### config.mk
export PLATFORM = sky130hd
export DESIGN_NAME = led_strip_frame_encoder_core
export DESIGN_NICKNAME = d
export VERILOG_FILES = /design/src/hw/rtl/lsfe_pkg.sv /design/src/hw/rtl/lsfe_frame_store.sv /design/src/hw/rtl/led_strip_frame_encoder_core.sv
export SDC_FILE = /design/constraint.sdc
export NUM_CORES = 1
export LEC_CHECK = 0
export ABC_AREA = 0
export ABC_CLOCK_PERIOD_IN_PS = 3700
export BUFFER_PORTS_ARGS = -buffer_cell sky130_fd_sc_hd__buf_2
export CAP_MARGIN = 25
export CORE_MARGIN = 2
export CORE_UTILIZATION = 34
export CTS_CLUSTER_DIAMETER = 40
export DETAILED_ROUTE_END_ITERATION = 12
export GPL_TIMING_DRIVEN = 0
export MAX_ROUTING_LAYER = met4
export PLACE_DENSITY = 0.6
export RECOVER_POWER = 25
export REMOVE_ABC_BUFFERS = 1
export SLEW_MARGIN = 10
export SYNTH_ARGS = -nofsm -noshare
export SYNTH_HDL_FRONTEND = slang
export SYNTH_SLANG_ARGS = --single-unit
### constraint.sdc
create_clock -name clk -period 3.7 [get_ports clk]
set_input_delay 0 -clock clk [delete_from_list [all_inputs] [get_ports clk]]
set_output_delay 0 -clock clk [all_outputs]
set_load 0.005 [all_outputs]
### src/hw/rtl/lsfe_pkg.sv
`timescale 1ns / 1ps
// ----------------------------------------------------------------------------
// lsfe_pkg
// Shared types and constants for the LED strip frame encoder.
// ----------------------------------------------------------------------------
package lsfe_pkg;

  localparam int PIXELS         = 16;
  localparam int PIX_AW         = $clog2(PIXELS);
  localparam int BITS_PER_PIXEL = 24;
  localparam int BYTES_PER_WORD = 8;
  localparam int WORDS_PER_PIX  = BITS_PER_PIXEL / BYTES_PER_WORD;
  localparam int PART_W         = $clog2(WORDS_PER_PIX);
  localparam int CFG_AW         = 3;

  localparam logic [7:0] ONE_PATTERN_RST  = 8'd248;
  localparam logic [7:0] ZERO_PATTERN_RST = 8'd192;

  typedef enum logic [1:0] {
    OP_WRITE      = 2'd0,
    OP_WRITE_SHOW = 2'd1,
    OP_CLEAR_SHOW = 2'd2,
    OP_SHOW       = 2'd3
  } op_t;

  typedef enum logic {
    REG_ONE_PATTERN  = 1'b0,
    REG_ZERO_PATTERN = 1'b1
  } reg_idx_t;

  typedef enum logic [1:0] {
    ST_IDLE,
    ST_READ,
    ST_EMIT
  } state_t;

  typedef struct packed {
    logic [1:0]  operation;
    logic [7:0]  pixel_index;
    logic [23:0] color;
  } in_word_t;

  typedef struct packed {
    logic [63:0] spi_bytes;
    logic        last_word;
  } out_word_t;

  // Request from the sequencer to the frame store.
  typedef struct packed {
    logic              wr_en;
    logic [PIX_AW-1:0] wr_addr;
    logic [23:0]       wr_color;
    logic              clr_all;
    logic              rd_en;
    logic [PIX_AW-1:0] rd_addr;
  } store_req_t;

  // Registered read result of the frame store.
  typedef struct packed {
    logic [23:0] color;
    logic        written;
    logic        cleared;
  } store_rsp_t;

endpackage

### src/hw/rtl/lsfe_frame_store.sv
`timescale 1ns / 1ps
// ----------------------------------------------------------------------------
// lsfe_frame_store
// Pixel color memory with one write and one read port and a registered read result,
// plus per-pixel written and cleared flags.
// ----------------------------------------------------------------------------
module lsfe_frame_store (
  input  logic                  clk,
  input  logic                  rst_n,
  input  lsfe_pkg::store_req_t  req,
  output lsfe_pkg::store_rsp_t  rsp
);

  logic [23:0]               mem [lsfe_pkg::PIXELS];
  logic [lsfe_pkg::PIXELS-1:0] written_r, written_nxt;
  logic [lsfe_pkg::PIXELS-1:0] cleared_r, cleared_nxt;
  logic [23:0]               rd_color_r;
  logic                      rd_written_r;
  logic                      rd_cleared_r;

  // A clear marks every entry as reading zero, so the memory itself is never swept.
  always_comb begin
    written_nxt = written_r;
    cleared_nxt = cleared_r;
    if (req.clr_all) begin
      written_nxt = '1;
      cleared_nxt = '1;
    end else if (req.wr_en) begin
      written_nxt[req.wr_addr] = 1'b1;
      cleared_nxt[req.wr_addr] = 1'b0;
    end
  end

  always_ff @(posedge clk) begin
    if (!rst_n) begin
      written_r <= '0;
      cleared_r <= '0;
    end else begin
      written_r <= written_nxt;
      cleared_r <= cleared_nxt;
    end
  end

  always_ff @(posedge clk) begin
    if (req.wr_en) begin
      mem[req.wr_addr] <= req.wr_color;
    end
  end

  always_ff @(posedge clk) begin
    if (req.rd_en) begin
      rd_color_r   <= mem[req.rd_addr];
      rd_written_r <= written_r[req.rd_addr];
      rd_cleared_r <= cleared_r[req.rd_addr];
    end
  end

  assign rsp.color   = rd_color_r;
  assign rsp.written = rd_written_r;
  assign rsp.cleared = rd_cleared_r;

endmodule

### src/hw/rtl/led_strip_frame_encoder_core.sv
`timescale 1ns / 1ps
// ----------------------------------------------------------------------------
// led_strip_frame_encoder_core
// Frame store of GRB pixels streamed out as SPI bit-expansion bytes.
// ----------------------------------------------------------------------------
// A write-only word is written to the frame store; the next word is accepted the cycle after.
// A show word passes the read state, which reads the first pixel, then the emit state:
// one result word per cycle unless out_stall holds it (48 words), paced by one
// frame-store read per three words. A new input word is taken once the last show
// word is in the output register. Reset clears all pixel flags at once (no clearing
// pass) and loads the default one and zero patterns.
module led_strip_frame_encoder_core (
  input  logic                  clk,
  input  logic                  rst_n,
  input  logic                  in_valid,
  output logic                  in_stall,
  input  lsfe_pkg::in_word_t    in_data,
  output logic                  out_valid,
  input  logic                  out_stall,
  output lsfe_pkg::out_word_t   out_data,
  input  logic                  cfg_psel,
  input  logic                  cfg_penable,
  input  logic                  cfg_pwrite,
  input  logic [lsfe_pkg::CFG_AW-1:0] cfg_paddr,
  input  logic [31:0]           cfg_pwdata,
  output logic [31:0]           cfg_prdata,
  output logic                  cfg_pready
);

  lsfe_pkg::state_t            state_r, state_nxt;
  logic [lsfe_pkg::PIX_AW-1:0] pix_r, pix_nxt;
  logic [lsfe_pkg::PART_W-1:0] part_r, part_nxt;
  logic [7:0]                  one_pat_r, zero_pat_r;
  logic                        out_valid_r, out_valid_nxt;
  lsfe_pkg::out_word_t         out_data_r, out_data_nxt;
  lsfe_pkg::store_req_t        req;
  lsfe_pkg::store_rsp_t        rsp;
  logic                        in_fire;
  logic                        out_free;
  logic                        cfg_wr;
  logic                        idx_ok;
  logic                        last_pix;
  logic [23:0]                 pix_color;
  logic [7:0]                  slice;
  logic [63:0]                 enc;

  // Configuration registers.
  assign cfg_pready = 1'b1;
  assign cfg_wr     = cfg_psel && cfg_penable && cfg_pwrite;

  always_ff @(posedge clk) begin
    if (!rst_n) begin
      one_pat_r  <= lsfe_pkg::ONE_PATTERN_RST;
      zero_pat_r <= lsfe_pkg::ZERO_PATTERN_RST;
    end else if (cfg_wr) begin
      case (lsfe_pkg::reg_idx_t'(cfg_paddr[2]))
        lsfe_pkg::REG_ONE_PATTERN:  one_pat_r  <= cfg_pwdata[7:0];
        lsfe_pkg::REG_ZERO_PATTERN: zero_pat_r <= cfg_pwdata[7:0];
        default: ;
      endcase
    end
  end

  always_comb begin
    case (lsfe_pkg::reg_idx_t'(cfg_paddr[2]))
      lsfe_pkg::REG_ONE_PATTERN:  cfg_prdata = {24'd0, one_pat_r};
      lsfe_pkg::REG_ZERO_PATTERN: cfg_prdata = {24'd0, zero_pat_r};
      default:                    cfg_prdata = 32'd0;
    endcase
  end

  // Frame store.
  lsfe_frame_store u_store (
    .clk   (clk),
    .rst_n (rst_n),
    .req   (req),
    .rsp   (rsp)
  );

  assign in_stall = (state_r != lsfe_pkg::ST_IDLE);
  assign in_fire  = in_valid && !in_stall;
  assign out_free = !out_valid_r || !out_stall;
  assign idx_ok   = (in_data.pixel_index < 8'(lsfe_pkg::PIXELS));
  assign last_pix = (pix_r == lsfe_pkg::PIX_AW'(lsfe_pkg::PIXELS - 1));

  // Encode the current third of the pixel held in the read register.
  assign pix_color = rsp.cleared ? 24'd0 : rsp.color;

  always_comb begin
    case (part_r)
      2'd0:    slice = pix_color[23:16];
      2'd1:    slice = pix_color[15:8];
      default: slice = pix_color[7:0];
    endcase
    for (int k = 0; k < lsfe_pkg::BYTES_PER_WORD; k++) begin
      if (!rsp.written) begin
        enc[63-8*k -: 8] = 8'd0;
      end else if (slice[7-k]) begin
        enc[63-8*k -: 8] = one_pat_r;
      end else begin
        enc[63-8*k -: 8] = zero_pat_r;
      end
    end
  end

  always_comb begin
    state_nxt     = state_r;
    pix_nxt       = pix_r;
    part_nxt      = part_r;
    out_data_nxt  = out_data_r;
    out_valid_nxt = out_valid_r && out_stall;

    req.wr_en    = 1'b0;
    req.wr_addr  = in_data.pixel_index[lsfe_pkg::PIX_AW-1:0];
    req.wr_color = in_data.color;
    req.clr_all  = 1'b0;
    req.rd_en    = 1'b0;
    req.rd_addr  = pix_r;

    case (state_r)
      lsfe_pkg::ST_IDLE: begin
        if (in_fire) begin
          case (lsfe_pkg::op_t'(in_data.operation))
            lsfe_pkg::OP_WRITE: begin
              req.wr_en = idx_ok;
            end
            lsfe_pkg::OP_WRITE_SHOW: begin
              req.wr_en = idx_ok;
              state_nxt = lsfe_pkg::ST_READ;
            end
            lsfe_pkg::OP_CLEAR_SHOW: begin
              req.clr_all = 1'b1;
              state_nxt   = lsfe_pkg::ST_READ;
            end
            lsfe_pkg::OP_SHOW: begin
              state_nxt = lsfe_pkg::ST_READ;
            end
            default: ;
          endcase
          pix_nxt  = '0;
          part_nxt = '0;
        end
      end
      lsfe_pkg::ST_READ: begin
        req.rd_en = 1'b1;
        state_nxt = lsfe_pkg::ST_EMIT;
      end
      lsfe_pkg::ST_EMIT: begin
        if (out_free) begin
          out_valid_nxt          = 1'b1;
          out_data_nxt.spi_bytes = enc;
          out_data_nxt.last_word = 1'b0;
          if (part_r == lsfe_pkg::PART_W'(lsfe_pkg::WORDS_PER_PIX - 1)) begin
            part_nxt = '0;
            if (last_pix) begin
              out_data_nxt.last_word = 1'b1;
              state_nxt              = lsfe_pkg::ST_IDLE;
            end else begin
              // Fetch the next pixel while its predecessor's last word goes out.
              pix_nxt     = pix_r + 1'b1;
              req.rd_en   = 1'b1;
              req.rd_addr = pix_r + 1'b1;
            end
          end else begin
            part_nxt = part_r + 1'b1;
          end
        end
      end
      default: begin
        state_nxt = lsfe_pkg::ST_IDLE;
      end
    endcase
  end

  always_ff @(posedge clk) begin
    if (!rst_n) begin
      state_r     <= lsfe_pkg::ST_IDLE;
      pix_r       <= '0;
      part_r      <= '0;
      out_valid_r <= 1'b0;
    end else begin
      state_r     <= state_nxt;
      pix_r       <= pix_nxt;
      part_r      <= part_nxt;
      out_valid_r <= out_valid_nxt;
    end
  end

  always_ff @(posedge clk) begin
    out_data_r <= out_data_nxt;
  end

  assign out_valid = out_valid_r;
  assign out_data  = out_data_r;

endmodule
# Word level (Yosys, flattened, before mapping)
# Memories as Yosys holds them, arrays and structs flattened. A register that Yosys moved wholly into a read port is not among the register bits.
# Cells that the tools add are included.
[totals]
register_bits = 124
ram_bits = 384
in_bits = 76
out_inout_bits = 100
word_cells = 112
mem_count = 1
[classes]
addsub = 2
order_cmp = 4
n_eq_ne = 14
n_mux = 52
n_bitwise = 4
n_reduce_logical = 23
[mem_list]
columns = ["name", "depth", "word_bits", "read_ports", "rd_clocked_by_memory_dff", "wr", "line_no", "text"]
rows = [
  ["u_store.mem", 16, 24, 1, 1, 1, "lsfe_frame_store.sv:14", "logic [23:0] mem [lsfe_pkg::PIXELS];"],
]
[op_table]
columns = ["op", "n"]
rows = [
  ["$mux W16", 4],
  ["$mux W8", 8],
  ["$pmux W32 S2", 1],
  ["$mux W24", 1],
  ["$mux W4", 5],
  ["$and A16 B16 Y16", 1],
  ["$mux W2", 8],
  ["$not A16 Y16", 1],
  ["$or A16 B16 Y16", 1],
  ["$pmux W8 S2", 1],
  ["$mux W5", 3],
  ["$mux W1", 14],
  ["$ne A2 B2 Y1 const B", 6],
  ["$lt A4 B5 Y1 const B", 2],
  ["$reduce_and A5 Y1", 2],
  ["$bmux W1 S4", 2],
  ["$eq A2 B2 Y1 const B", 4],
  ["$lt A8 B5 Y1 const B", 1],
  ["$pmux W4 S2", 1],
  ["$eq A2 B1 Y1 const B", 3],
  ["$logic_not A2 Y1", 3],
  ["$pmux W2 S3", 1],
  ["$reduce_and A2 Y1", 3],
  ["$reduce_bool A2 Y1", 3],
  ["14 further kinds", 20],
]

# Depth between registers and ports, before layout
# Gate-level depths: netlist (run 1).
[logic_depth]
depth_word = 8
mapped_depth = 13
ltp_nobuf = 9

# Modules after synthesis
# A second synthesis (run 1) with hierarchy kept.
[hier_totals]
cells_unflattened = 1109
area_unflattened_um2 = 21341.7
[by_module_without_submodules]
columns = ["mod", "n_inst", "cells_per_inst", "area_per_inst_um2", "seq_area_each_um2"]
rows = [
  ["lsfe_frame_store", 1, 747, 16761.1, 12952.4],
  ["led_strip_frame_encoder_core", 1, 362, 4580.6, 2452.4],
]

# Worst setup path before layout (run 1)
# Ideal clock, no wire load.
[synth_timing]
path_type = "flip-flop to flip-flop"
start = "register state_r[0]"
end = "memory u_store.mem[4][0], enable pin"
setup_ns = 0.437
arrival_ns = 3.043
required_time_ns = 3.263
slack_ns = 0.220
stages_incl_launch_ff = 8
n_path_buf = 0
synth_period_minus_slack_ns = 3.480
path_cell_list = "dfxtp_1 > inv_1 > ha_1 > nand2_1 > or3_1 > nor2_1 > nand2_1 > nor3_1"
[synth_via]
elab_chain_cells = 7
elab_cells_between_ends = 8
classes_between = "mux (4); reduce/logical (4)"
[synth_lines]
columns = ["item", "line_no", "text"]
rows = [
  ["start: declaration", "led_strip_frame_encoder_core.sv:30", "lsfe_pkg::state_t state_r, state_nxt;"],
  ["start signal: assignment", "led_strip_frame_encoder_core.sv:177", "state_r <= lsfe_pkg::ST_IDLE;"],
  ["start signal: assignment", "led_strip_frame_encoder_core.sv:182", "state_r <= state_nxt;"],
  ["$reduce_bool A2 Y1", "led_strip_frame_encoder_core.sv:80", "assign in_stall = (state_r != lsfe_pkg::ST_IDLE);"],
  ["$logic_not A1 Y1", "led_strip_frame_encoder_core.sv:81", "assign in_fire = in_valid && !in_stall;"],
  ["$logic_and A1 B1 Y1", "led_strip_frame_encoder_core.sv:81", ""],
  ["$mux W1", "led_strip_frame_encoder_core.sv:122", "if (in_fire) begin"],
  ["$mux W1 *", "led_strip_frame_encoder_core.sv:120", "case (state_r)"],
  ["$mux W1 *", "lsfe_frame_store.sv:45", "if (req.wr_en) begin"],
  ["$mux W1 (not written as such) *", "lsfe_frame_store.sv:46", "mem[req.wr_addr] <= req.wr_color;"],
  ["end: declaration", "lsfe_frame_store.sv:14", ""],
]
# Mark *: on every way between the ends. The rest lies on a longest branch, timed or not.

# Worst setup path in the final report (run 1)
[layout_timing]
start = "register part_r[0] (netlist bit)"
end = "register u_store.rd_color_r[22], read port of u_store.mem (data pin)"
[layout_via]
elab_chain_cells = 4
elab_cells_between_ends = 5
classes_between = "eq/ne (1); mux (4)"
[layout_lines]
columns = ["item", "line_no", "text"]
rows = [
  ["start: declaration", "led_strip_frame_encoder_core.sv:32", "logic [lsfe_pkg::PART_W-1:0] part_r, part_nxt;"],
  ["start signal: assignment", "led_strip_frame_encoder_core.sv:184", "part_r <= part_nxt;"],
  ["$eq A2 B2 Y1 *", "led_strip_frame_encoder_core.sv:153", "if (part_r == lsfe_pkg::PART_W'(lsfe_pkg::WORDS_PER_PIX - 1)) begin"],
  ["$mux W5 *", "led_strip_frame_encoder_core.sv:153", ""],
  ["$mux W5 *", "led_strip_frame_encoder_core.sv:149", "if (out_free) begin"],
  ["$pmux W1 S2 or $mux W4 (tied branches)", "led_strip_frame_encoder_core.sv:120", ""],
  ["end: declaration", "lsfe_frame_store.sv:17", "logic [23:0] rd_color_r;"],
]
# Marked as above.
# A chain may end at the register's enable or synchronous reset.

==> metrics list, run 1 <==
- Count of endpoints failing setup in the final report: 0
- OpenSTA, run right after detailed placement, puts the worst setup slack at -0.9019 ns.
- The final layout contains 1735 nets.
- During synthesis, Yosys emitted a total of 0 warnings.
- Dividing the synthesized area by the synthesized cell count gives 16.08 um^2.
- In the synthesized netlist the async set-or-reset flop fraction comes to 0%.
* Synthesized instance count: 1474
- Kind of path behind the tightest hold check: in2reg
- The longest clock path from root to sink contains 3 buffers.
* Worst EP required: 4.03 ns
- Clock tree synthesis selected as its root buffer the cell sky130_fd_sc_hd__clkbuf_16.
- The die is approximately 270 um wide.
* Number of flip-flops and latches in the synthesized netlist: 532
* Leak Pwr: 9.501 nW
- Dividing total power by cell area gives a power density of just under 500 nW/um^2.
- By startpoint and endpoint, the worst setup path is classified as reg2reg.
* Transition time at the pin with the least slew margin: 0.9906 ns
* Post-route cell area: roughly 29000 um^2
- The total count of max-transition violations in the final report is 0.
* Sum of routed wire length over all layers: 57300 um
- Global routing used roughly 16% of the available tracks across all layers.
- Clock tree synthesis inserted a total of 67 buffers.
- Final hold violations: 0
- Sequential-to-total area share from yosys stat: 64.98%
- The tree built by TritonCTS fans out to 532 sinks.
- Worst setup slack after layout: 0.1666 ns
* Antenna violations before repair: 1
* Layout cells sized above 1: 27.01%
* Filler Cell Count: 6138
* Violation count after the first detailed-route iteration: ~1000
- Internal power: around 11 mW
- The via count of the first global-routing pass came to 14120.
* Worst R2R Setup Slack: 0.17 ns
- The first global-routing pass estimated roughly 87000 um of wire.
* Distinct cells, synth: 71
- Headroom to the max-slew limit: 33.96%
- Max Freq: 0.2830 GHz
* Leading cell types in the layout, fill and taps excluded: 475 x sky130_fd_sc_hd__edfxtp_1, 149 x sky130_fd_sc_hd__mux2i_1, 105 x sky130_fd_sc_hd__nand2_1, 105 x sky130_fd_sc_hd__buf_2, 104 x sky130_fd_sc_hd__mux4_2
- After detailed routing, the average wire length per cell comes to around 22 um.
* Worst-path maximum fanout: 19
* Worst path arrival time: just under 4 ns
- Critical path launch point type: flop
- Dominant synthesized flop cell: sky130_fd_sc_hd__edfxtp_1
- Global routing finished with a remaining overflow of 0.
* Final period utilization: between 90 and 100%
- Result of the run: finished, final reports clean
* Power share of the sequential group: 48.3%
- Summed over all nets, the half-perimeter wirelength after detailed placement is 37980 um.
* Fin crit period: 3.533 ns
* Clock group share of total power: 45.8%
- The floorplan has 96 rows.
* Pin count of the biggest net entering global routing: 74
- Once the floorplan was initialized, standard cells occupied 34.45% of the core.
- Combinational power share: 5.8%
- CORE AREA: ~69000 um^2
- Routability-driven placement finished with a final weighted congestion of 0.7788.
* Post-route DRC violation count: 0
- Final TNS setup: 0 ns
- Setup crit end kind: flop
* Switching part of the total power: between 20% and 30%
* EDFF count, synth: about 480
- Height of the die: 268.1 um
- From synthesis to final layout, the design area changed by 20.38%.
* Post-place instance area: 25780 um^2
- Insertion delay to the later sink of the worst-skew pair: ~0.60 ns
- First-pass DRT Iterations: 5
- Largest clock skew in the final design: 0.02493 ns
- The tool flagged a number of max-cap violations equal to 0.
- Total die area: 71860 um^2
- After detailed routing, the number of vias per cell comes to about 5.2.
- Most common library cell in the layout ignoring fill and taps: sky130_fd_sc_hd__edfxtp_1
* Post-detailed-route count of antenna-violating nets: 0
- Summed over all nets, the switching power comes to roughly 3.1 mW.
- Total vias in the final route: approximately 14000
* Clock tree from TritonCTS: built
* Count of buffers from port buffering: between 100 and 150
* Cell area after synthesis: 23710 um^2
* Worst vdd ir: 0.3514 mV
- Clk pin slew, worst setup/hold paths: 0.06 ns
* Total power: 13.99 mW
- For this design the top-level I/O count stands at 176.
- CTS built an H-tree with a depth of 3.
## power groups by stage
stage | Sequential [mW] | Combinational, mW | Clock [mW]
2_1_floorplan | 6.88 | 0.440 | 0
3_3_place_gp | 6.90 | 0.734 | 0
3_5_place_dp | 6.89 | 0.773 | 0
4_1_cts | 6.76 | 0.819 | 6.55
5_1_grt | 6.77 | 0.886 | 6.79
6_report | 6.76 | 0.814 | 6.41
## critical path: stages (launching register included)
cell                       delay, ns
sky130_fd_sc_hd__dfxtp_1        0.62
sky130_fd_sc_hd__nand2b_1       0.55
sky130_fd_sc_hd__or3_1          0.53
sky130_fd_sc_hd__mux2i_4        0.43
sky130_fd_sc_hd__buf_16         0.24
sky130_fd_sc_hd__and2_1         0.41
sky130_fd_sc_hd__a32oi_1        0.17
sky130_fd_sc_hd__o221a_1        0.31
## layout make-up
cell class                 instances  area, um^2  area share (%)
sequential                       532       15410           54.01
multi-input combinational        826        7806           27.35
timing repair buffer             219        1902           6.664
clock buffer                      78        1760           6.168
tap                              931        1165           4.082
clock inverter                    43       444.2           1.556
inverter                           9       46.29          0.1622
antenna                            1       2.502        0.008768
## per-layer routing
metal	global-route usage (%)	up-vias	part of all wire, %
li1	-	6181	-
met1	21.23	7015	44
met2	26.28	509	48
met3	3.363	99	5.8
met4	4.560	0	2.4
met5	-	-	0
## stage by stage
stage               cells  utilization, %  hold WS, ns
floorplan            1366               -      0.07183
global placement     2421           36.05       0.2570
detailed placement   2465           37.46       0.2544
CTS                  2635           41.41     0.008139
global route         2639           41.47      0.08166
finish               2639           41.47      0.04633
## cell families (layout without fill, tap and decap cells)
| logic type | after synthesis | after routing | synth area share [%] |
|---|---|---|---|
| and+or+nand+nor | 321 | 322 | 6.740 |
| muxes | 285 | 285 | 17.74 |
| buffers and inverters | 140 | 349 | 3.399 |
| other | 2 | 26 | 0.03168 |
| AOI/OAI and AO/OA | 190 | 190 | 6.903 |
| DFF | 532 | 532 | 64.98 |
| adders and majority gates | 4 | 4 | 0.2111 |
## what timing repair did
item                                    4_1_cts  5_1_grt
buffers inserted                              5        2
gates resized for setup                       6        7
pin swaps                                     3        4
cloned                                        1        0
endpoints found under the setup margin       30       19
hold buffers                                 43        0
hold endpoints to repair                    424        0
## flip-flops by register name, indices dropped and copies added (netlist names)
register	cells
u_store.mem	384
u_store.rd_cleared_r	1
zero_pat_r	8
u_store.written_r	16
u_store.cleared_r	16
u_store.rd_written_r	1
out_data	65
one_pat_r	8
u_store.rd_color_r	24
state_r	2
out_valid	1
part_r	2
pix_r	4
## Yosys cell counts, types with 7 or more instances
| library cell | number | area [um^2] |
|---|---|---|
| sky130_fd_sc_hd__a221oi_2 | 11 | 165.2 |
| sky130_fd_sc_hd__a2111oi_0 | 11 | 96.34 |
| sky130_fd_sc_hd__o31a_1 | 16 | 140.1 |
| sky130_fd_sc_hd__nor3_1 | 8 | 40.04 |
| sky130_fd_sc_hd__nand3_1 | 12 | 60.06 |
| sky130_fd_sc_hd__a21boi_0 | 26 | 195.2 |
| sky130_fd_sc_hd__mux2i_1 | 149 | 1491 |
| sky130_fd_sc_hd__mux4_2 | 104 | 2342 |
| sky130_fd_sc_hd__mux2_2 | 31 | 349.1 |
| sky130_fd_sc_hd__a222oi_1 | 13 | 130.1 |
| sky130_fd_sc_hd__a21oi_1 | 12 | 60.06 |
| sky130_fd_sc_hd__buf_4 | 38 | 285.3 |
| sky130_fd_sc_hd__o22ai_1 | 13 | 81.33 |
| sky130_fd_sc_hd__a311o_1 | 11 | 110.1 |
| sky130_fd_sc_hd__nand2_1 | 106 | 397.9 |
| sky130_fd_sc_hd__and3_1 | 25 | 156.4 |
| sky130_fd_sc_hd__o221a_1 | 8 | 90.09 |
| sky130_fd_sc_hd__a211oi_1 | 7 | 52.55 |
| sky130_fd_sc_hd__buf_6 | 9 | 101.4 |
| sky130_fd_sc_hd__nor2b_1 | 66 | 412.9 |
| sky130_fd_sc_hd__a32oi_1 | 9 | 78.83 |
| sky130_fd_sc_hd__buf_2 | 35 | 175.2 |
| sky130_fd_sc_hd__clkbuf_1 | 27 | 101.4 |
| sky130_fd_sc_hd__a221o_1 | 9 | 90.09 |
| sky130_fd_sc_hd__dfxtp_1 | 57 | 1141 |
| sky130_fd_sc_hd__inv_1 | 8 | 30.03 |
| sky130_fd_sc_hd__edfxtp_1 | 475 | 14260 |
| sky130_fd_sc_hd__nor2_1 | 65 | 244.0 |
| sky130_fd_sc_hd__nand2b_1 | 10 | 62.56 |
| sky130_fd_sc_hd__buf_1 | 19 | 71.32 |
| sky130_fd_sc_hd__o21ai_0 | 14 | 70.07 |
## final timing paths
check | from | endpoint | depth (start not counted)
max | part_r[0] | u_store.rd_color_r[22] | 7
max reg2reg | part_r[0] | u_store.rd_color_r[22] | 7
min | cfg_pwrite | one_pat_r[2] | 5
min reg2reg | u_store.written_r[7] | u_store.written_r[7] | 1
Note: power is estimated with default switching activity, not from simulation.
==> inputs of run 2 (changes only) <==
--- a/config.mk
+++ b/config.mk
@@ -6,16 +6,18 @@
 export NUM_CORES = 1
 export LEC_CHECK = 0
 export ABC_AREA = 0
-export ABC_CLOCK_PERIOD_IN_PS = 3700
+export ABC_CLOCK_PERIOD_IN_PS = 3100
 export BUFFER_PORTS_ARGS = -buffer_cell sky130_fd_sc_hd__buf_2
 export CAP_MARGIN = 25
+export CELL_PAD_IN_SITES_DETAIL_PLACEMENT = 1
+export CELL_PAD_IN_SITES_GLOBAL_PLACEMENT = 1
 export CORE_MARGIN = 2
 export CORE_UTILIZATION = 34
 export CTS_CLUSTER_DIAMETER = 40
 export DETAILED_ROUTE_END_ITERATION = 12
 export GPL_TIMING_DRIVEN = 0
 export MAX_ROUTING_LAYER = met4
-export PLACE_DENSITY = 0.6
+export PLACE_DENSITY = 0.67
 export RECOVER_POWER = 25
 export REMOVE_ABC_BUFFERS = 1
 export SLEW_MARGIN = 10
==> constraint.sdc (replaced) <==
create_clock -name clk -period 3.1 [get_ports clk]
set_input_delay 0 -clock clk [delete_from_list [all_inputs] [get_ports clk]]
set_output_delay 0 -clock clk [all_outputs]
set_load 0.005 [all_outputs]
==> metrics list, run 2 (synthesis gave the netlist of run 1 again) <==
- The switching power summed over all nets came to 4.301 mW (was 3.136 mW).
* Cell family with the largest share of critical-path delay: compound AO/OA/AOI/OAI gates (was simple AND/OR/NAND/NOR gates)
* Clock Path Buffers: 3 (unchanged)
- Layout cells sized above 1: 31.52% (was 27.01%)
- The launching instance or port of the critical path is state_r[0] (was part_r[0]).
* Kind of path behind the tightest hold check: in2reg (unchanged)
* Clock tree from TritonCTS: built (unchanged)
* Headroom to the max-slew limit: 27.22% (was 33.96%)
- The internal cell power came to 14.54 mW (was 10.85 mW).
* Reg-to-reg endpoint: u_store.rd_color_r[2] (was u_store.rd_color_r[22])
- The via count of the first global-routing pass came to 15390 (was 14120).
- Switching part of the total power: 22.83% (was 22.42%)
- Worst EP required: 3.58 ns (was 4.03 ns)
* First-pass DRT Iterations: 5 (unchanged)
- The number of antenna violations at the first check in global routing was 4 (was 1).
* Routed len/inst: 24.59 um (was 21.71 um)
- Post-detailed-route count of antenna-violating nets: 0 (unchanged)
* Crit-path cells: inv_1, ha_2, a21bo_4, inv_16, nand4_1, o21ai_4, buf_6, a21oi_4, buf_16, a222oi_1, o221a_1 (was nand2b_1, or3_1, mux2i_4, buf_16, and2_1, a32oi_1, o221a_1)
- Critical path launch point type: flop (unchanged)
- Clock group share of total power: 51.4% (was 45.8%)
* Worst min-delay path startpoint: cfg_pwrite (unchanged)
* Power share of the sequential group: 42.8% (was 48.3%)
* Total vias in the final route: 14530 (was 13800)
- The signal arrival time at the worst endpoint is 3.58 ns (was 3.87 ns).
- The internal reg-to-reg setup slack came to 0.006 ns (was 0.17 ns).
- Wire length of the first global-routing pass: 98540 um (was 86560 um)
- IO Pins: 176 (unchanged)
- The leakage power figure was 10.17 nW (was 9.501 nW).
- Kind of critical path: reg2reg (unchanged)
- The max-capacitance violation count is 0 (unchanged).
- Count of endpoints failing setup in the final report: 0 (unchanged)
- Setup crit end kind: flop (unchanged)
- The clock slew seen by the registers of the worst setup and hold paths was 0.06 ns (about the same).
- The maximum frequency from static timing analysis is 0.3232 GHz (was 0.2830 GHz).
- The library cell used as clock root buffer was sky130_fd_sc_hd__clkbuf_16 (unchanged).
- Height of the die: 268.1 um (unchanged)
- Post-route DRC violation count: 0 (unchanged)
- The portion of the clock cycle consumed by the worst path in the final layout came to 99.81% (was 95.50%).
- The logic depth of the worst path, buffers included came to 11 (was 7).
- Initial Util: 34.45% (unchanged)
- The smallest setup slack after layout was 0.005910 ns (was 0.1666 ns).
- Result of the run: finished, final reports clean (unchanged)
- Setup repair after global routing missed its margin: true
- Final weighted congestion in routability-driven placement: 0.7889 (was 0.7788)
* Leading cell types in the layout, fill and taps excluded: 475 x sky130_fd_sc_hd__edfxtp_1, 149 x sky130_fd_sc_hd__mux2i_1, 105 x sky130_fd_sc_hd__buf_2, 104 x sky130_fd_sc_hd__nand2_1, 104 x sky130_fd_sc_hd__mux4_2 (was 475 x sky130_fd_sc_hd__edfxtp_1, 149 x sky130_fd_sc_hd__mux2i_1, 105 x sky130_fd_sc_hd__nand2_1, 105 x sky130_fd_sc_hd__buf_2, 104 x sky130_fd_sc_hd__mux4_2)
* Hold path depth: 4 (was 5)
* Total die area: 71860 um^2 (unchanged)
- Post-DP HPWL: 41130 um (was 37980 um)
- Largest register FFs: 384 (unchanged)
- The final worst hold slack is 0.02780 ns (was 0.04633 ns).
- The number of buffers and inverters on the critical path came to 4 (was 1).
- The layout net count is 1793 (was 1735).
* Violation count after the first detailed-route iteration: 1412 (was 978)
* Final hold violations: 0 (unchanged)
- Largest clock skew in the final design: 0.02651 ns (was 0.02493 ns)
* Fin crit period: 3.094 ns (was 3.533 ns)
- The launching point of the worst reg2reg path is state_r[0] (was part_r[0]).
- Non-filler instance count after layout: 2713 (was 2639)
- Area growth from synthesis to final layout: 26.15% (was 20.38%)
- Reg with most FFs: u_store.mem (unchanged)
* Most common library cell in the layout ignoring fill and taps: sky130_fd_sc_hd__edfxtp_1 (unchanged)
- The cell with the largest stage delay on the worst path was sky130_fd_sc_hd__a222oi_1 (was sky130_fd_sc_hd__dfxtp_1).
* Number of levels the H-tree was split into: 3 (unchanged)
- The worst reg-to-reg path cell count came to 11 (was 7).
- Overall die width: 268.1 um (unchanged)
* Insertion delay to the later sink of the worst-skew pair: 0.64 ns (was 0.60 ns)
- Combinational power share: 5.8% (about the same)
- Vias per Instance: 5.357 (was 5.231)
- The remaining global-route overflow is 0 (unchanged).
- The number of filler cells placed in the layout was 6734 (was 6138).
* Pin count of the biggest net entering global routing: 58 (was 74)
* Worst slack, placed: -1.624 ns (was -0.9019 ns)
- Number of buffers added by the clock tree synthesis step: 81 (was 67)
* Worst vdd ir: 0.4255 mV (was 0.3514 mV)
- Transition time at the pin with the least slew margin: 1.092 ns (was 0.9906 ns)
- The core region area is 68830 um^2 (unchanged).
- The sum of routed wire length over all layers was 66730 um (was 57300 um).
- The summed negative setup slack over all endpoints was 0 ns (unchanged).
* Areal power density over the cells: 629.9 nW/um^2 (was 490.0 nW/um^2)
* Sink Count: 532 (unchanged)
- Worst-path maximum fanout: 37 (was 19)
- The cell total after placement came to 2469 (was 2465).
- Critical path's largest stage delay: 0.38 ns (was 0.62 ns)
- The endpoint of the worst hold path is zero_pat_r[6] (was one_pat_r[2]).
* Total number of placement rows: 96 (unchanged)
- The number of buffer cells added on primary ports is 124 (unchanged).
* GRT Util Overall: 18.98% (was 16.42%)
- Total count of max-transition violations in the final report: 0 (unchanged)
-- run 2: cell types whose count changed in the layout (fill, tap and decap cells not counted), moves of 6 or more --
cell / change
sky130_fd_sc_hd__a2111oi_0: -8
sky130_fd_sc_hd__a2111oi_2: +7
sky130_fd_sc_hd__buf_12: +6
sky130_fd_sc_hd__buf_4: +32
sky130_fd_sc_hd__bufinv_16: +7
sky130_fd_sc_hd__clkbuf_16: +16
sky130_fd_sc_hd__inv_6: +6
-- run 2: worst max-delay path by stage --
stage          slack, ns                      to
6_report           0.006   u_store.rd_color_r[2]
5_1_grt            -0.05    u_store.rd_written_r
4_1_cts           -0.005  u_store.rd_color_r[17]
3_5_place_dp       -1.62  u_store.rd_color_r[17]
3_3_place_gp       -8.33  u_store.rd_color_r[10]
2_1_floorplan      -4.34  u_store.rd_color_r[10]
-- run 2: area by class of cell --
cell class	count	area, um^2	area share [%]
diodes	2	5.005	0.01673
clock buffers	93	2156	7.208
clock inverters	57	747.0	2.498
inverters	9	50.05	0.1673
multi-input cells	826	7944	26.56
flip-flops and latches	532	15410	51.54
well taps	931	1165	3.895
repair buffers	262	2417	8.083
repair inverters	1	8.758	0.02929
-- run 2: per-stage QoR --
step | utilization, % | total power, mW | instance area [um^2]
detailed placement | 37.52 | 9.183 | 25820
global route | 43.45 | 19.38 | 29910
CTS | 43.03 | 18.94 | 29620
global placement | 36.05 | 9.138 | 24810
floorplan | - | 8.742 | 23020
finish | 43.45 | 18.84 | 29910
-- run 2: power groups by stage --
| stage | Sequential [mW] | Clock [mW] | Combinational, mW |
|---|---|---|---|
| 2_1_floorplan | 8.22 | 0 | 0.525 |
| 3_5_place_dp | 8.22 | 0 | 0.967 |
| 6_report | 8.07 | 9.68 | 1.09 |
| 4_1_cts | 8.06 | 9.81 | 1.07 |
| 3_3_place_gp | 8.25 | 0 | 0.889 |
| 5_1_grt | 8.08 | 10.1 | 1.18 |
-- run 2: per-layer routing --
layer | wire, um | global-route usage (%) | vias to the layer above
met5 | 0 | - | -
met4 | 1332 | 5.134 | 0
met3 | 4399 | 3.693 | 104
met2 | 31840 | 29.98 | 498
met1 | 29150 | 25.08 | 7601
li1 | - | - | 6331
-- run 2: worst reg2reg max path, stage by stage, from the launching register on --
cell	delay, ns
sky130_fd_sc_hd__dfxtp_1	0.33
sky130_fd_sc_hd__inv_1	0.11
sky130_fd_sc_hd__ha_2	0.34
sky130_fd_sc_hd__a21bo_4	0.35
sky130_fd_sc_hd__inv_16	0.19
sky130_fd_sc_hd__nand4_1	0.26
sky130_fd_sc_hd__o21ai_4	0.18
sky130_fd_sc_hd__buf_6	0.21
sky130_fd_sc_hd__a21oi_4	0.08
sky130_fd_sc_hd__buf_16	0.19
sky130_fd_sc_hd__a222oi_1	0.39
sky130_fd_sc_hd__o221a_1	0.31
-- run 2: repair_timing --
action | 4_1_cts | 5_1_grt
buffers inserted | 24 | 23
gates resized for setup | 39 | 12
gates cloned | 5 | 1
hold buffers | 39 | 0
endpoints found under the hold margin | 419 | 0
endpoints found under the setup margin | 78 | 108
pin swaps | 13 | 10
==> inputs of run 3 (changes only) <==
--- a/config.mk
+++ b/config.mk
@@ -20,6 +20,7 @@
 export PLACE_DENSITY = 0.67
 export RECOVER_POWER = 25
 export REMOVE_ABC_BUFFERS = 1
+export SETUP_SLACK_MARGIN = 0.5
 export SLEW_MARGIN = 10
 export SYNTH_ARGS = -nofsm -noshare
 export SYNTH_HDL_FRONTEND = slang
==> metrics list, run 3 (synthesis gave the netlist of run 1 again) <==
- The layout net count was 1881 (was 1793).
- Final hold slack: 0.006912 ns (was 0.02780 ns)
* Largest register FFs: 384 (unchanged)
- Clk pin slew, worst setup/hold paths: 0.06 ns (about the same)
- The critical path required time was 3.49 ns (was 3.58 ns).
- The max-capacitance violation count was 0 (unchanged).
* Height of the die: 268.1 um (unchanged)
- The core region area is 68830 um^2 (unchanged).
- The launching point of the worst reg2reg path is state_r[0] (unchanged).
- Initial Util: 34.45% (unchanged)
* Most common library cell in the layout ignoring fill and taps: sky130_fd_sc_hd__edfxtp_1 (unchanged)
- Post-route DRC violation count: 0 (unchanged)
- The capture instance of the worst register-to-register path is u_store.rd_color_r[14] (was u_store.rd_color_r[2]).
* Worst-path maximum fanout: 6 (was 37)
* Worst vdd ir: 0.4340 mV (was 0.4255 mV)
- Root buffer selected by CTS: sky130_fd_sc_hd__clkbuf_16 (unchanged)
* Kind of path behind the tightest hold check: in2reg (unchanged)
* Clock tree from TritonCTS: built (unchanged)
- The I/O pin total was 176 (unchanged).
* Clock Path Buffers: 3 (unchanged)
- The worst relative slew slack came to 47.94% (was 27.22%).
- Setup repair after global routing missed its margin: true (unchanged).
- Max Freq: 0.3339 GHz (was 0.3232 GHz)
* Sink Count: 532 (unchanged)
- Final TNS setup: 0 ns (unchanged)
- The number of nets with antenna violations after routing came to 0 (unchanged).
- Post-DP HPWL: 41130 um (unchanged)
- The launch instance of the worst min-delay path was in_data[26] (was cfg_pwrite).
- The sum of routed wire length over all layers was 77970 um (was 66730 um).
* Wire length of the first global-routing pass: 108300 um (was 98540 um)
- Insertion delay to the later sink of the worst-skew pair: 0.64 ns (about the same)
* Final period utilization: 96.61% (was 99.81%)
- Via count of the first global-routing pass: 16290 (was 15390)
- The vias after detailed routing is 15650 (was 14530).
- Depth of the worst register-to-register path: 13 (was 11)
* Area growth from synthesis to final layout: 33.86% (was 26.15%)
* Final weighted congestion in routability-driven placement: 0.7889 (unchanged)
- Result of the run: finished, final reports clean (unchanged).
- The CTS buffer count was 81 (unchanged).
- Count of endpoints failing setup in the final report: 0 (unchanged)
- The type of the setup path with the least slack is reg2reg (unchanged).
- Worst R2R Setup Slack: 0.11 ns (was 0.006 ns)
* First-pass DRT Iterations: 6 (was 5)
- Violation count after the first detailed-route iteration: 1647 (was 1412)
* Total die area: 71860 um^2 (unchanged)
- Overall die width: 268.1 um (unchanged)
* Final hold violations: 0 (unchanged)
* Worst path arrival time: 3.38 ns (was 3.58 ns)
- Total count of max-transition violations in the final report: 0 (unchanged)
- The number of antenna violations at the first check in global routing is 2 (was 4).
- The register containing the most flip-flops in the final layout was u_store.mem (unchanged).
- The worst-margin pin slew was 0.7800 ns (was 1.092 ns).
- Largest clock skew in the final design: 0.02290 ns (was 0.02651 ns)
- The total track usage came to 21.10% (was 18.98%).
- Count of buffers from port buffering: 124 (unchanged)
* Areal power density over the cells: 605.2 nW/um^2 (was 629.9 nW/um^2)
- Total power: 19.21 mW (was 18.84 mW)
- The maximum number of pins on one net before global-route repair was 58 (unchanged).
- Leading cell types in the layout, fill and taps excluded: 475 x sky130_fd_sc_hd__edfxtp_1, 145 x sky130_fd_sc_hd__mux2i_1, 105 x sky130_fd_sc_hd__buf_2, 104 x sky130_fd_sc_hd__mux4_2, 91 x sky130_fd_sc_hd__nand2_1 (was 475 x sky130_fd_sc_hd__edfxtp_1, 149 x sky130_fd_sc_hd__mux2i_1, 105 x sky130_fd_sc_hd__buf_2, 104 x sky130_fd_sc_hd__nand2_1, 104 x sky130_fd_sc_hd__mux4_2).
* Fin crit period: 2.995 ns (was 3.094 ns)
* Setup crit end kind: flop (unchanged)
- Layout cells sized above 1: 37.37% (was 31.52%)
- Leak Pwr: 10.89 nW (was 10.17 nW)
- The H-tree depth came to 3 (unchanged).
* Critical path launch point type: flop (unchanged)
* Worst Hold Endpoint: u_store.cleared_r[5] (was zero_pat_r[6])
- The remaining global-route overflow is 0 (unchanged).
* Total number of placement rows: 96 (unchanged)
- The per-cell routed wire length was 27.84 um (was 24.59 um).
- Vias per Instance: 5.586 (was 5.357)
* Hold path depth: 4 (unchanged)
-- run 3: per-stage QoR --
step                      area [um^2]  setup WS, ns  util [%]  instances
after global routing            31730       0.06147     46.11       2800
after CTS                       30970        0.3379     44.99       2754
final                           31740        0.1051     46.11       2801
after floorplan                 23020        -4.336         -       1366
after global placement          24810        -8.334     36.05       2421
after detailed placement        25820        -1.624     37.52       2469
-- run 3: how the worst max path moves through the flow --
stage | to | start | cells past startpoint
global route | u_store.rd_color_r[14] | state_r[0] | 13
floorplan | u_store.rd_color_r[10] | pix_r[0] | 6
detailed placement | u_store.rd_color_r[17] | state_r[0] | 10
global placement | u_store.rd_color_r[10] | pix_r[0] | 5
finish | u_store.rd_color_r[14] | state_r[0] | 13
CTS | u_store.rd_color_r[13] | state_r[0] | 12
-- run 3: worst max-delay path, cell delays in order, from the launching register on --
cell                      delay, ns
sky130_fd_sc_hd__dfxtp_2       0.32
sky130_fd_sc_hd__inv_2         0.06
sky130_fd_sc_hd__buf_6         0.10
sky130_fd_sc_hd__ha_4          0.16
sky130_fd_sc_hd__a21bo_4       0.28
sky130_fd_sc_hd__buf_6         0.13
sky130_fd_sc_hd__o31ai_4       0.34
sky130_fd_sc_hd__and2_4        0.30
sky130_fd_sc_hd__buf_12        0.12
sky130_fd_sc_hd__buf_4         0.14
sky130_fd_sc_hd__buf_16        0.14
sky130_fd_sc_hd__mux2i_1       0.27
sky130_fd_sc_hd__a32oi_1       0.11
sky130_fd_sc_hd__o221a_1       0.27
-- run 3: repair_timing --
item	CTS	global route
resized for setup	128	53
hold buffers	41	1
endpoints found under the hold margin	413	56
cloned	15	1
pin swaps	57	40
setup endpoints to repair	510	248
buffers inserted	79	42
-- run 3: layer usage --
| metal | GRT usage [%] | part of all wire (%) |
|---|---|---|
| met5 | - | 0 |
| met3 | 3.949 | 6.4 |
| met4 | 7.202 | 3.7 |
| met2 | 34.16 | 49 |
| met1 | 26.67 | 41 |
-- run 3: final cells by class --
type	count	area (um^2)
clock inverters	57	747.0
clock buffers	93	2156
fillers	6623	37090
inverters	9	53.80
multi-input cells	826	8437
well taps	931	1165
flip-flops and latches	532	15420
repair buffers	349	3732
repair inverters	2	17.52
diodes	2	5.005
-- run 3: report_power, final --
group	switching, mW	internal, mW
registers	0.0989	7.97
logic	0.757	0.587
clock network	3.67	6.12
total	4.53	14.7
